<file path="config.mk">
export PLATFORM = sky130hd
export DESIGN_NAME = case_insensitive_substring_search_core
export DESIGN_NICKNAME = d
export VERILOG_FILES = /design/src/hdl/cisss_pkg.sv /design/src/hdl/cisss_input_stage.sv /design/src/hdl/cisss_matcher.sv /design/src/hdl/case_insensitive_substring_search_core.sv
export SDC_FILE = /design/constraint.sdc
export NUM_CORES = 1
export LEC_CHECK = 0
export BUFFER_PORTS_ARGS = -buffer_cell sky130_fd_sc_hd__buf_2
export CELL_PAD_IN_SITES_DETAIL_PLACEMENT = 1
export CELL_PAD_IN_SITES_GLOBAL_PLACEMENT = 1
export CORE_AREA = 2 2 251 253
export DETAILED_ROUTE_END_ITERATION = 8
export DIE_AREA = 0 0 253 255
export PLACE_DENSITY = 0.82
export SLEW_MARGIN = 0
export SYNTH_ARGS = -nofsm -noshare
export SYNTH_HDL_FRONTEND = slang
export SYNTH_SLANG_ARGS = --single-unit
</file>
<file path="constraint.sdc">
create_clock -name clk -period 8.7 [get_ports clk]
set_input_delay 0.87 -clock clk [delete_from_list [all_inputs] [get_ports clk]]
set_output_delay 0.87 -clock clk [all_outputs]
set_load 0.03 [all_outputs]
</file>
<file path="src/hdl/cisss_pkg.sv">
// ----------------------------------------------------------------------------
// cisss_pkg
// Shared types, constants and helpers for the case-insensitive substring
// search core.
// ----------------------------------------------------------------------------
package cisss_pkg;

    localparam int NEEDLE_MAX   = 16;
    localparam int LEN_BITS     = 5;
    localparam int AGE_BITS     = 4;
    localparam int START_BITS   = 20;
    localparam int CFG_BITS     = 64;
    localparam int INDEX_BITS   = 2;

    localparam logic [7:0] LOWER_A    = 8'h61;
    localparam logic [7:0] LOWER_Z    = 8'h7A;
    localparam logic [7:0] CASE_DELTA = 8'd32;

    localparam logic [INDEX_BITS-1:0] REG_NEEDLE_LOW  = 2'd0;
    localparam logic [INDEX_BITS-1:0] REG_NEEDLE_HIGH = 2'd1;
    localparam logic [INDEX_BITS-1:0] REG_NEEDLE_LEN  = 2'd2;

    typedef struct packed {
        logic [7:0] text_byte;
        logic       last_of_text;
    } text_word_t;

    typedef struct packed {
        logic                  match_found;
        logic [START_BITS-1:0] match_start;
    } result_word_t;

    function automatic logic [7:0] fold_upper(input logic [7:0] b);
        logic [7:0] r;
        r = b;
        if (b >= LOWER_A && b <= LOWER_Z)
        begin
            r = b - CASE_DELTA;
        end
        return r;
    endfunction

endpackage

</file>
<file path="src/hdl/cisss_input_stage.sv">
// ----------------------------------------------------------------------------
// cisss_input_stage
// Input register: holds one text word for the matcher and takes the next
// word whenever the held one moves on.
// ----------------------------------------------------------------------------
module cisss_input_stage
    import cisss_pkg::*;
(
    input  logic       clk,
    input  logic       rst_n,
    input  logic       in_valid,
    output logic       in_ready,
    input  text_word_t in_word,
    input  logic       advance,
    output logic       held_valid,
    output text_word_t held_word
);

    logic       valid_reg;
    logic       valid_next;
    text_word_t word_reg;

    assign in_ready   = !valid_reg || advance;
    assign valid_next = in_ready ? in_valid : valid_reg;

    always_ff @(posedge clk or negedge rst_n)
    begin
        if (!rst_n)
        begin
            valid_reg <= 1'b0;
        end
        else
        begin
            valid_reg <= valid_next;
        end
    end

    always_ff @(posedge clk)
    begin
        if (in_ready && in_valid)
        begin
            word_reg <= in_word;
        end
    end

    assign held_valid = valid_reg;
    assign held_word  = word_reg;

endmodule

</file>
<file path="src/hdl/cisss_matcher.sv">
// ----------------------------------------------------------------------------
// cisss_matcher
// Byte window, position counter and first-match latch; compares the newest
// bytes with the folded needle in parallel and forms the result word.
// ----------------------------------------------------------------------------
module cisss_matcher
    import cisss_pkg::*;
#(
    parameter int POSITION_BITS = 20
)
(
    input  logic                  clk,
    input  logic                  rst_n,
    input  logic                  advance,
    input  text_word_t            held_word,
    input  logic [CFG_BITS-1:0]   needle_low,
    input  logic [CFG_BITS-1:0]   needle_high,
    input  logic [LEN_BITS-1:0]   needle_len,
    output result_word_t          result
);

    logic [7:0]               window_reg [NEEDLE_MAX];
    logic [7:0]               window_next [NEEDLE_MAX];
    logic [POSITION_BITS-1:0] count_reg;
    logic [POSITION_BITS-1:0] count_next;
    logic                     seen_reg;
    logic                     seen_next;
    logic [POSITION_BITS-1:0] start_reg;
    logic [POSITION_BITS-1:0] start_next;
    logic [POSITION_BITS-1:0] found_start;
    logic [LEN_BITS-1:0]      len;
    logic [NEEDLE_MAX-1:0]    lane_ok;
    logic                     hit;
    logic [31:0]              start_wide;
    logic [2*CFG_BITS-1:0]    needle_all;

    assign needle_all = {needle_high, needle_low};
    assign len = (needle_len > LEN_BITS'(NEEDLE_MAX)) ? LEN_BITS'(NEEDLE_MAX) : needle_len;

    always_comb
    begin
        window_next[0] = held_word.text_byte;
        for (int k = 1; k < NEEDLE_MAX; k++)
        begin
            window_next[k] = window_reg[k-1];
        end
    end

    assign count_next = (&count_reg) ? count_reg : count_reg + POSITION_BITS'(1);

    always_comb
    begin
        logic [LEN_BITS-1:0] age;
        for (int i = 0; i < NEEDLE_MAX; i++)
        begin
            age = len - LEN_BITS'(i) - LEN_BITS'(1);
            if (LEN_BITS'(i) >= len)
            begin
                lane_ok[i] = 1'b1;
            end
            else
            begin
                lane_ok[i] = fold_upper(window_next[age[AGE_BITS-1:0]])
                             == fold_upper(needle_all[8*i +: 8]);
            end
        end
    end

    assign hit         = (&lane_ok) && (count_next >= POSITION_BITS'(len));
    assign found_start = count_next - POSITION_BITS'(len);

    always_comb
    begin
        seen_next  = seen_reg;
        start_next = start_reg;
        if (!seen_reg)
        begin
            if (len == '0)
            begin
                seen_next  = 1'b1;
                start_next = '0;
            end
            else if (hit)
            begin
                seen_next  = 1'b1;
                start_next = found_start;
            end
        end
    end

    assign start_wide         = 32'(start_next);
    assign result.match_found = seen_next;
    assign result.match_start = seen_next ? start_wide[START_BITS-1:0] : '0;

    always_ff @(posedge clk or negedge rst_n)
    begin
        if (!rst_n)
        begin
            for (int k = 0; k < NEEDLE_MAX; k++)
            begin
                window_reg[k] <= '0;
            end
            count_reg <= '0;
            seen_reg  <= 1'b0;
            start_reg <= '0;
        end
        else if (advance)
        begin
            if (held_word.last_of_text)
            begin
                for (int k = 0; k < NEEDLE_MAX; k++)
                begin
                    window_reg[k] <= '0;
                end
                count_reg <= '0;
                seen_reg  <= 1'b0;
                start_reg <= '0;
            end
            else
            begin
                for (int k = 0; k < NEEDLE_MAX; k++)
                begin
                    window_reg[k] <= window_next[k];
                end
                count_reg <= count_next;
                seen_reg  <= seen_next;
                start_reg <= start_next;
            end
        end
    end

endmodule

</file>
<file path="src/hdl/case_insensitive_substring_search_core.sv">
// ----------------------------------------------------------------------------
// case_insensitive_substring_search_core
// Streams text bytes against a needle of up to 16 bytes, folding ASCII
// letters to upper case, and reports the first match of each text.
// ----------------------------------------------------------------------------
// The core takes one text word per clock cycle unless the input is stalled.
// Each word is held in an input register; while it is held, the 16-byte
// window is compared with the needle in parallel and, on the word marked
// last of text, the result is loaded from the matcher into the output
// register. A last word waits in the input register while the previous
// result has not been taken, which stalls the input.
// Write the needle registers only while no text is in flight. Position
// counting saturates at 2^POSITION_BITS - 1.
// ----------------------------------------------------------------------------
module case_insensitive_substring_search_core
    import cisss_pkg::*;
#(
    parameter int POSITION_BITS = 20
)
(
    input  logic                  clk,
    input  logic                  rst_n,
    input  logic                  wr_en,
    input  logic [INDEX_BITS-1:0] wr_index,
    input  logic [CFG_BITS-1:0]   wr_data,
    input  logic                  in_valid,
    output logic                  in_ready,
    input  text_word_t            in_word,
    output logic                  out_valid,
    input  logic                  out_ready,
    output result_word_t          out_word
);

    logic [CFG_BITS-1:0] needle_low_reg;
    logic [CFG_BITS-1:0] needle_high_reg;
    logic [LEN_BITS-1:0] needle_len_reg;
    logic                held_valid;
    text_word_t          held_word;
    logic                advance;
    result_word_t        result;
    logic                out_valid_reg;
    logic                out_valid_next;
    result_word_t        out_word_reg;
    logic                load_result;

    always_ff @(posedge clk or negedge rst_n)
    begin
        if (!rst_n)
        begin
            needle_low_reg  <= '0;
            needle_high_reg <= '0;
            needle_len_reg  <= '0;
        end
        else if (wr_en)
        begin
            case (wr_index)
                REG_NEEDLE_LOW:  needle_low_reg  <= wr_data;
                REG_NEEDLE_HIGH: needle_high_reg <= wr_data;
                REG_NEEDLE_LEN:  needle_len_reg  <= wr_data[LEN_BITS-1:0];
                default:         ;
            endcase
        end
    end

    // advance when the result slot is free or the word yields no result
    assign advance = held_valid &&
                     (!held_word.last_of_text || !out_valid_reg || out_ready);
    assign load_result = advance && held_word.last_of_text;

    cisss_input_stage u_input_stage (
        .clk        (clk),
        .rst_n      (rst_n),
        .in_valid   (in_valid),
        .in_ready   (in_ready),
        .in_word    (in_word),
        .advance    (advance),
        .held_valid (held_valid),
        .held_word  (held_word)
    );

    cisss_matcher #(
        .POSITION_BITS (POSITION_BITS)
    ) u_matcher (
        .clk         (clk),
        .rst_n       (rst_n),
        .advance     (advance),
        .held_word   (held_word),
        .needle_low  (needle_low_reg),
        .needle_high (needle_high_reg),
        .needle_len  (needle_len_reg),
        .result      (result)
    );

    always_comb
    begin
        out_valid_next = out_valid_reg;
        if (load_result)
        begin
            out_valid_next = 1'b1;
        end
        else if (out_ready)
        begin
            out_valid_next = 1'b0;
        end
    end

    always_ff @(posedge clk or negedge rst_n)
    begin
        if (!rst_n)
        begin
            out_valid_reg <= 1'b0;
        end
        else
        begin
            out_valid_reg <= out_valid_next;
        end
    end

    always_ff @(posedge clk)
    begin
        if (load_result)
        begin
            out_word_reg <= result;
        end
    end

    assign out_valid = out_valid_reg;
    assign out_word  = out_word_reg;

endmodule
</file>
==> results of run 1 <==
[final timing paths]
check,from,to,slack [ns],cells after the start
max reg2reg,needle_len_reg[4]$_DFFE_PN0P_,u_matcher.start_reg[7]$_DFFE_PN0P_,0.63,20
min reg2reg,u_matcher.start_reg[9]$_DFFE_PN0P_,u_matcher.start_reg[9]$_DFFE_PN0P_,0.51,1
min,rst_n,needle_high_reg[38]$_DFFE_PN0P_,0.26,1
min in group clk,in_word[4],u_input_stage.held_word[4]$_DFFE_PP_,0.47,1
max,needle_len_reg[4]$_DFFE_PN0P_,u_matcher.start_reg[7]$_DFFE_PN0P_,0.63,20
max in group asynchronous,rst_n,u_input_stage.held_valid$_DFFE_PN0N_,6.92,2
[per-layer routing]
metal  wire length, um  global-route usage [%]  share of wire, %  up-vias
met1             53000                    53.2                39    15200
met3             15200                    12.1                11      557
met2             58800                    63.2                43     1821
met4              9570                    24.5               7.0        6
met5                44                       0             0.032        -
li1                  -                       -                 -    12600
[metrics by stage]
step           std cells  setup slack (ns)
2_1_floorplan       3417              2.24
3_3_place_gp        4126              1.20
3_5_place_dp        4126              1.04
4_1_cts             4195              1.01
5_1_grt             4195             0.479
6_report            4197             0.629
[layout make-up]
type                       count  area share (%)
sequential                   326            25.4
timing repair buffer         183            3.48
multi-input combinational   2723            63.2
clock inverter                15           0.477
inverter                      95            1.11
clock buffer                  54            3.33
antenna                        2          0.0153
tap                          799            3.05
[power by group through the flow]
stage               combinational [W]  sequential (W)  clock [W]
floorplan                     0.00285         0.00184          0
global placement              0.00390         0.00194          0
detailed placement            0.00405         0.00195          0
CTS                           0.00407         0.00193    0.00169
global route                  0.00443         0.00196    0.00174
finish                        0.00421         0.00194    0.00166
[cell families (layout without fill, tap and decap cells)]
family | after synthesis | count (layout) | synth area share (%)
AO/OA/AOI/OAI | 678 | 678 | 15.7
XOR/XNOR | 160 | 160 | 4.94
adder cells (fa/ha/maj) | 50 | 50 | 2.05
buffers and inverters | 368 | 347 | 5.26
flip-flops | 326 | 326 | 27.2
multiplexers | 647 | 647 | 27.0
other | 0 | 2 | 0
AND/OR/NAND/NOR | 1188 | 1188 | 17.9
[cells in the final DEF, fill, tap and decap left out, drive strengths merged, types with 37 or more instances in the layout]
cell type / count
xnor2: 88
buf: 183
inv: 92
mux4: 121
nor3: 83
mux2i: 344
nor2: 230
ha: 50
dfrtp: 296
xor2: 70
clkbuf: 54
o21ai: 140
mux2: 182
nand2b: 37
a21oi: 114
o22ai: 44
nand2: 490
nand3: 176
==> summary.txt, run 1 <==
Status
  – Status: complete, but fails checks
  – Failing checks: max-capacitance violations, max-slew violations

STA
  – Slew @ Worst Pin: 1.46 ns
  – Setup Viol. Count Final: 0
  – Fin. max-slew vios: 1
  – Final hold slack: 0.263 ns
  – Final hold vios: 0
  – Setup Skew: 0.0346 ns
  – Post-Route Setup TNS: 0 ns
  – Crit path time final: 8.07 ns
  – RSZ-0062 raised after global routing: false
  – Crit share post-route: 92.8%
  – Slew HR: -0.439%
  – Fmax achieved: 124 MHz

Power
  – P_leak: 14.1 nW
  – Share of total power in the clock network: 21.3%
  – PD cells: 238 mW/mm2
  – NetSw: 0.00364 W
  – Sw Share: 46.6%
  – Total power: 0.00782 W
  – Peak supply drop: 0.188 mV
  – Int Pwr: 0.00418 W
  – Power share of the combinational group: 53.9%
  – Seq pwr share: 24.8%

Clock tree
  – Clk_lat worst skew: 0.61 ns
  – Cts hold-fix bufs: 0
  – H-tree Lvls: 2
  – Setup Buffers After CTS: 0
  – CTS Sinks: 326
  – PostCTS Resize Cnt: 0
  – CTS tree: built
  – Worst-case clock buffer depth: 3
  – Inserted Clock Buffers: 39
  – Root Buffer: clkbuf_16
  – CTS clk-pin slew, worst paths: 0.06 ns

Synth
  – Cell variety after synth: 103
  – Post-synth top area cell: dfrtp_1
  – Post-synthesis register bit count: 326
  – Avg Inst Size Synth: 8.94 um2
  – Post-Syn Instances: 3417
  – Cell Area, Synth: 0.0306 mm2
  – Number of synthesized flops with an enable pin: 30
  – Seq/Total Area, Yosys: 27.2%
  – Ys Warns: 0
  – Post-synth top flop: dfrtp_1
  – Top-count cell post-synth: nand2_1
  – Synth top area share: 24.2%
  – Synth cell count leaders: nand2_1, mux2i_1, dfrtp_1, nor2_1, mux2_2
  – Synth async-reset ratio: 90.8%
  – Dominant cells by area after synthesis: dfrtp_1, mux2i_1, mux4_2
  – Post-Syn Nets: 3547

Die
  – Die extent in y: 255 um
  – I/O pin count: 103
  – Starting Density: 49.2%
  – Area of the core: 0.0622 mm2
  – Die ar.: 0.0645 mm2
  – Die width: 253 um
  – Rows: 92

Worst setup path
  – Worst Path Required: 9.18 ns
  – Setup crit start kind: flip-flop
  – Top delay family on crit path: compound AO/OA/AOI/OAI gates
  – Crit-path max FO: 54
  – CP Capture Type: flip-flop
  – Cell Chain, Critical Path: nand2b_4 -> buf_4 -> mux2i_1 -> mux2i_1 -> o22ai_1 -> nor2_1 -> inv_1 -> ha_1 -> xnor2_1 -> xnor2_1 -> or3b_1 -> a2111oi_0 -> o2111ai_1 -> nor2_1 -> a21oi_1 -> nor4_1 -> nand4b_1 -> buf_4 -> a221o_1 -> a22o_1
  – Buf+Inv Stages, Crit Path: 3
  – CP max stage cell: mux2i_1
  – Worst EP arrival: 8.55 ns
  – Crit path kind: flip-flop to flip-flop
  – Crit-path max cell delay: 0.91 ns

Global route
  – Number of global-route vias before repair: 30500
  – Largest net degree at the start of global routing: 149
  – Initial antenna violation count: 5
  – Grt ovf: 0
  – First-pass GRT wire length: 201000 um
  – Total Routing Usage GR: 41.8%

Route
  – DRT Wirelength: 137000 um
  – First-pass DRT Iterations: 7
  – Drt drc: 0
  – Vias: 30100
  – ANT nets after route: 0
  – Routed length per instance: 32.6 um
  – Post-DR vias/cell: 7.18
  – DRT iter0 DRCs: 3625

Worst hold path
  – HP Class: input pin to async pin

Final layout
  – Largest register FFs: 120
  – Share of cells above drive strength 1: 17.9%
  – Area Growth Syn to Fin: 7.33%
  – # fillers: 7124
  – Final Instance Area: 0.0328 mm2
  – Area of the multi-input gates: 0.0207 mm2
  – # nets final: 3498
  – Sequential Area: 0.00832 mm2
  – Post-Route Utilization: 52.8%

Placed design
  – Area of placed instances: 0.0315 mm2
  – Gpl congestion: 1.04
  – Port Buffers: 102
  – Dpl hpwl: 99700 um

Job
  – Max-cap violations: 1
(Power assumes the default switching activity.)
==> inputs of run 2 (changes only) <==
==> constraint.sdc (replaced) <==
create_clock -name clk -period 8.7 [get_ports clk]
set_input_delay 2.175 -clock clk [delete_from_list [all_inputs] [get_ports clk]]
set_output_delay 2.175 -clock clk [all_outputs]
set_load 0.03 [all_outputs]
==> summary.txt, run 2 (same netlist as run 1, synthesis figures left out) <==
Status
  – Status: complete, but fails checks
  – Failing checks: max-capacitance violations, max-slew violations

Final layout
  – Final Instance Area: 0.0330 mm2 (+0.65%)
  – # nets final: 3503 (+0.14%)
  – Largest register FFs: 120 (unchanged)
  – Share of cells above drive strength 1: 18.3% (+0.42 points)
  – Most common cell after layout, fill and taps aside: nand2_1
  – # fillers: 7127 (+0.042%)
  – Most frequent cells in the layout: nand2_1, mux2i_1, dfrtp_1
  – Area Growth Syn to Fin: 8.02%

Global route
  – First-pass GRT wire length: 206000 um (+2.8%)
  – Met1 GRT Util: 55.6% (+2.4 points)
  – Number of global-route vias before repair: 30800 (+1.0%)
  – Initial antenna violation count: 5 (unchanged)
  – Busiest grt layer: met2
  – Grt ovf: 0 (unchanged)
  – Total Routing Usage GR: 43.1% (+1.3 points)
  – GR met3 Demand/Resource: 11.8% (-0.32 points)
  – Largest net degree at the start of global routing: 113 (-24%)
  – Met2 Resource Use GR: 64.7% (+1.5 points)

Clock tree
  – CTS clk-pin slew, worst paths: 0.07 ns (about the same)
  – Root Buffer: clkbuf_16
  – H-tree Lvls: 2 (unchanged)
  – PostCTS Resize Cnt: 0 (unchanged)
  – CTS Sinks: 326 (unchanged)
  – CTS tree: built
  – Inserted Clock Buffers: 40 (+2.6%)
  – Cts hold-fix bufs: 0 (unchanged)
  – Clk_lat worst skew: 0.61 ns (about the same)
  – Worst-case clock buffer depth: 3 (unchanged)
  – Setup Buffers After CTS: 0 (unchanged)

Route
  – Routed length per instance: 33.5 um (+2.8%)
  – Post-DR vias/cell: 7.17 (-0.11%)
  – First-pass DRT Iterations: 5 (-2)
  – Drt drc: 0 (unchanged)
  – DRT Wirelength: 141000 um (+3.0%)
  – Vias: 30200 (+0.10%)
  – ANT nets after route: 0 (unchanged)
  – DRT iter0 DRCs: 3774 (+4.1%)

Placed design
  – Dpl hpwl: 102000 um (+2.4%)
  – Port Buffers: 102 (unchanged)
  – Gpl congestion: 1.09 (+4.8%)
  – Area of placed instances: 0.0316 mm2 (+0.11%)

Worst setup path
  – Worst EP arrival: 8.39 ns (-0.16 ns)
  – Worst Path Required: 9.20 ns (+0.02 ns)
  – Crit-path max FO: 36 (-33%)
  – Reg2Reg Depth: 20 (unchanged)
  – Buf+Inv Stages, Crit Path: 5 (+2)
  – CP Capture Type: flip-flop
  – Reg-to-reg endpoint: u_matcher.start_reg[12]$_DFFE_PN0P_
  – Setup crit start kind: flip-flop
  – Most frequent CP cell: buf_4
  – Crit-path max cell delay: 0.78 ns (-0.13 ns)
  – Cell Chain, Critical Path: buf_4 -> nor2b_2 -> buf_4 -> inv_2 -> ha_1 -> xnor2_4 -> buf_4 -> mux2i_1 -> a22o_1 -> a221oi_1 -> xor2_1 -> nand4_1 -> nor3_1 -> o221a_2 -> o211ai_1 -> nor3_1 -> nand4b_1 -> buf_4 -> a221o_1 -> a22o_1
  – Top delay family on crit path: compound AO/OA/AOI/OAI gates
  – Reg-to-reg critical path startpoint: needle_len_reg[4]$_DFFE_PN0P_
  – CP max stage cell: xnor2_4
  – R2r setup slk: 0.80 ns (+0.17 ns)
  – Crit path kind: flip-flop to flip-flop

STA
  – RSZ-0062 raised after global routing: false
  – Slew @ Worst Pin: 1.46 ns (-0.00170 ns)
  – Final hold vios: 0 (unchanged)
  – Fmax achieved: 127 MHz (+2.2%)
  – Setup Viol. Count Final: 0 (unchanged)
  – Slew HR: -0.323% (+0.12 points)
  – Crit share post-route: 90.8% (-2.0 points)
  – Crit path time final: 7.90 ns (-0.173 ns)
  – Setup Skew: 0.0565 ns (+0.0219 ns)
  – Post-Route Setup TNS: 0 ns (unchanged)
  – Fin. max-slew vios: 2 (+1)

Power
  – Peak supply drop: 0.212 mV (+13%)
  – PD cells: 242 mW/mm2 (+1.5%)
  – P_leak: 14.2 nW (+0.75%)

Die
  – Die extent in y: 255 um (unchanged)
  – Die ar.: 0.0645 mm2 (unchanged)
  – Area of the core: 0.0622 mm2 (unchanged)
  – I/O pin count: 103 (unchanged)
  – Rows: 92 (unchanged)
  – Starting Density: 49.2% (unchanged)
  – Die width: 253 um (unchanged)

Worst hold path
  – Hold path startpoint: u_matcher.start_reg[17]$_DFFE_PN0P_
  – HP Class: flip-flop to flip-flop
  – Worst hold endpoint: u_matcher.start_reg[17]$_DFFE_PN0P_
  – Hold depth: 1

Job
  – Max-cap violations: 2 (+1)
run 2: changes by cell type in the layout (fill, tap and decap cells not counted), sizes merged:
cell,change
buf,+4
clkinv,+4
bufinv,+3
clkbuf,-3
inv,+1
run 2: layout make-up:
cell class | instances | area, um2 | area share, %
Antenna cell | 2 | 5.00 | 0.0152
Clock buffer | 51 | 1100 | 3.34
Clock inverter | 23 | 318 | 0.963
Inverter | 95 | 365 | 1.11
Multi-Input combinational cell | 2723 | 20700 | 62.8
Sequential cell | 326 | 8320 | 25.2
Tap cell | 799 | 1000 | 3.03
Timing Repair Buffer | 187 | 1180 | 3.59
run 2: report_power, final:
part           total, W  leakage, nW  switching [W]  internal, W
Sequential      0.00195         4.12       0.000262      0.00169
Clock           0.00181        0.692       0.000745      0.00106
Combinational   0.00422         9.37        0.00268      0.00155
Total           0.00798         14.2        0.00368      0.00430
run 2: worst max path at each step:
stage / startpoint / endpoint / cells past startpoint
after floorplan: needle_len_reg[4]$_DFFE_PN0P_ / u_matcher.start_reg[18]$_DFFE_PN0P_ / 27
after global placement: needle_len_reg[4]$_DFFE_PN0P_ / u_matcher.start_reg[14]$_DFFE_PN0P_ / 22
after detailed placement: needle_len_reg[4]$_DFFE_PN0P_ / u_matcher.start_reg[15]$_DFFE_PN0P_ / 22
after CTS: needle_len_reg[0]$_DFFE_PN0P_ / u_matcher.start_reg[12]$_DFFE_PN0P_ / 19
after global routing: needle_len_reg[4]$_DFFE_PN0P_ / u_matcher.start_reg[12]$_DFFE_PN0P_ / 22
final: needle_len_reg[4]$_DFFE_PN0P_ / u_matcher.start_reg[12]$_DFFE_PN0P_ / 20
run 2: metal layers:
layer	vias to the layer above	routed length (um)
met1	15300	55300
li1	12600	-
met2	1756	60900
met5	-	35
met4	4	9310
met3	507	15200
run 2: per-stage QoR:
stage	cells	utilization (%)	hold WS, ns	worst slack (ns)	total power, W
finish	4206	53.1	0.512	0.801	0.00798
global route	4206	53.1	0.537	0.698	0.00829
CTS	4203	53.1	0.511	1.20	0.00786
detailed placement	4129	50.8	0.497	1.20	0.00603
global placement	4129	50.8	0.476	1.32	0.00587
floorplan	3417	-	0.467	2.24	0.00470
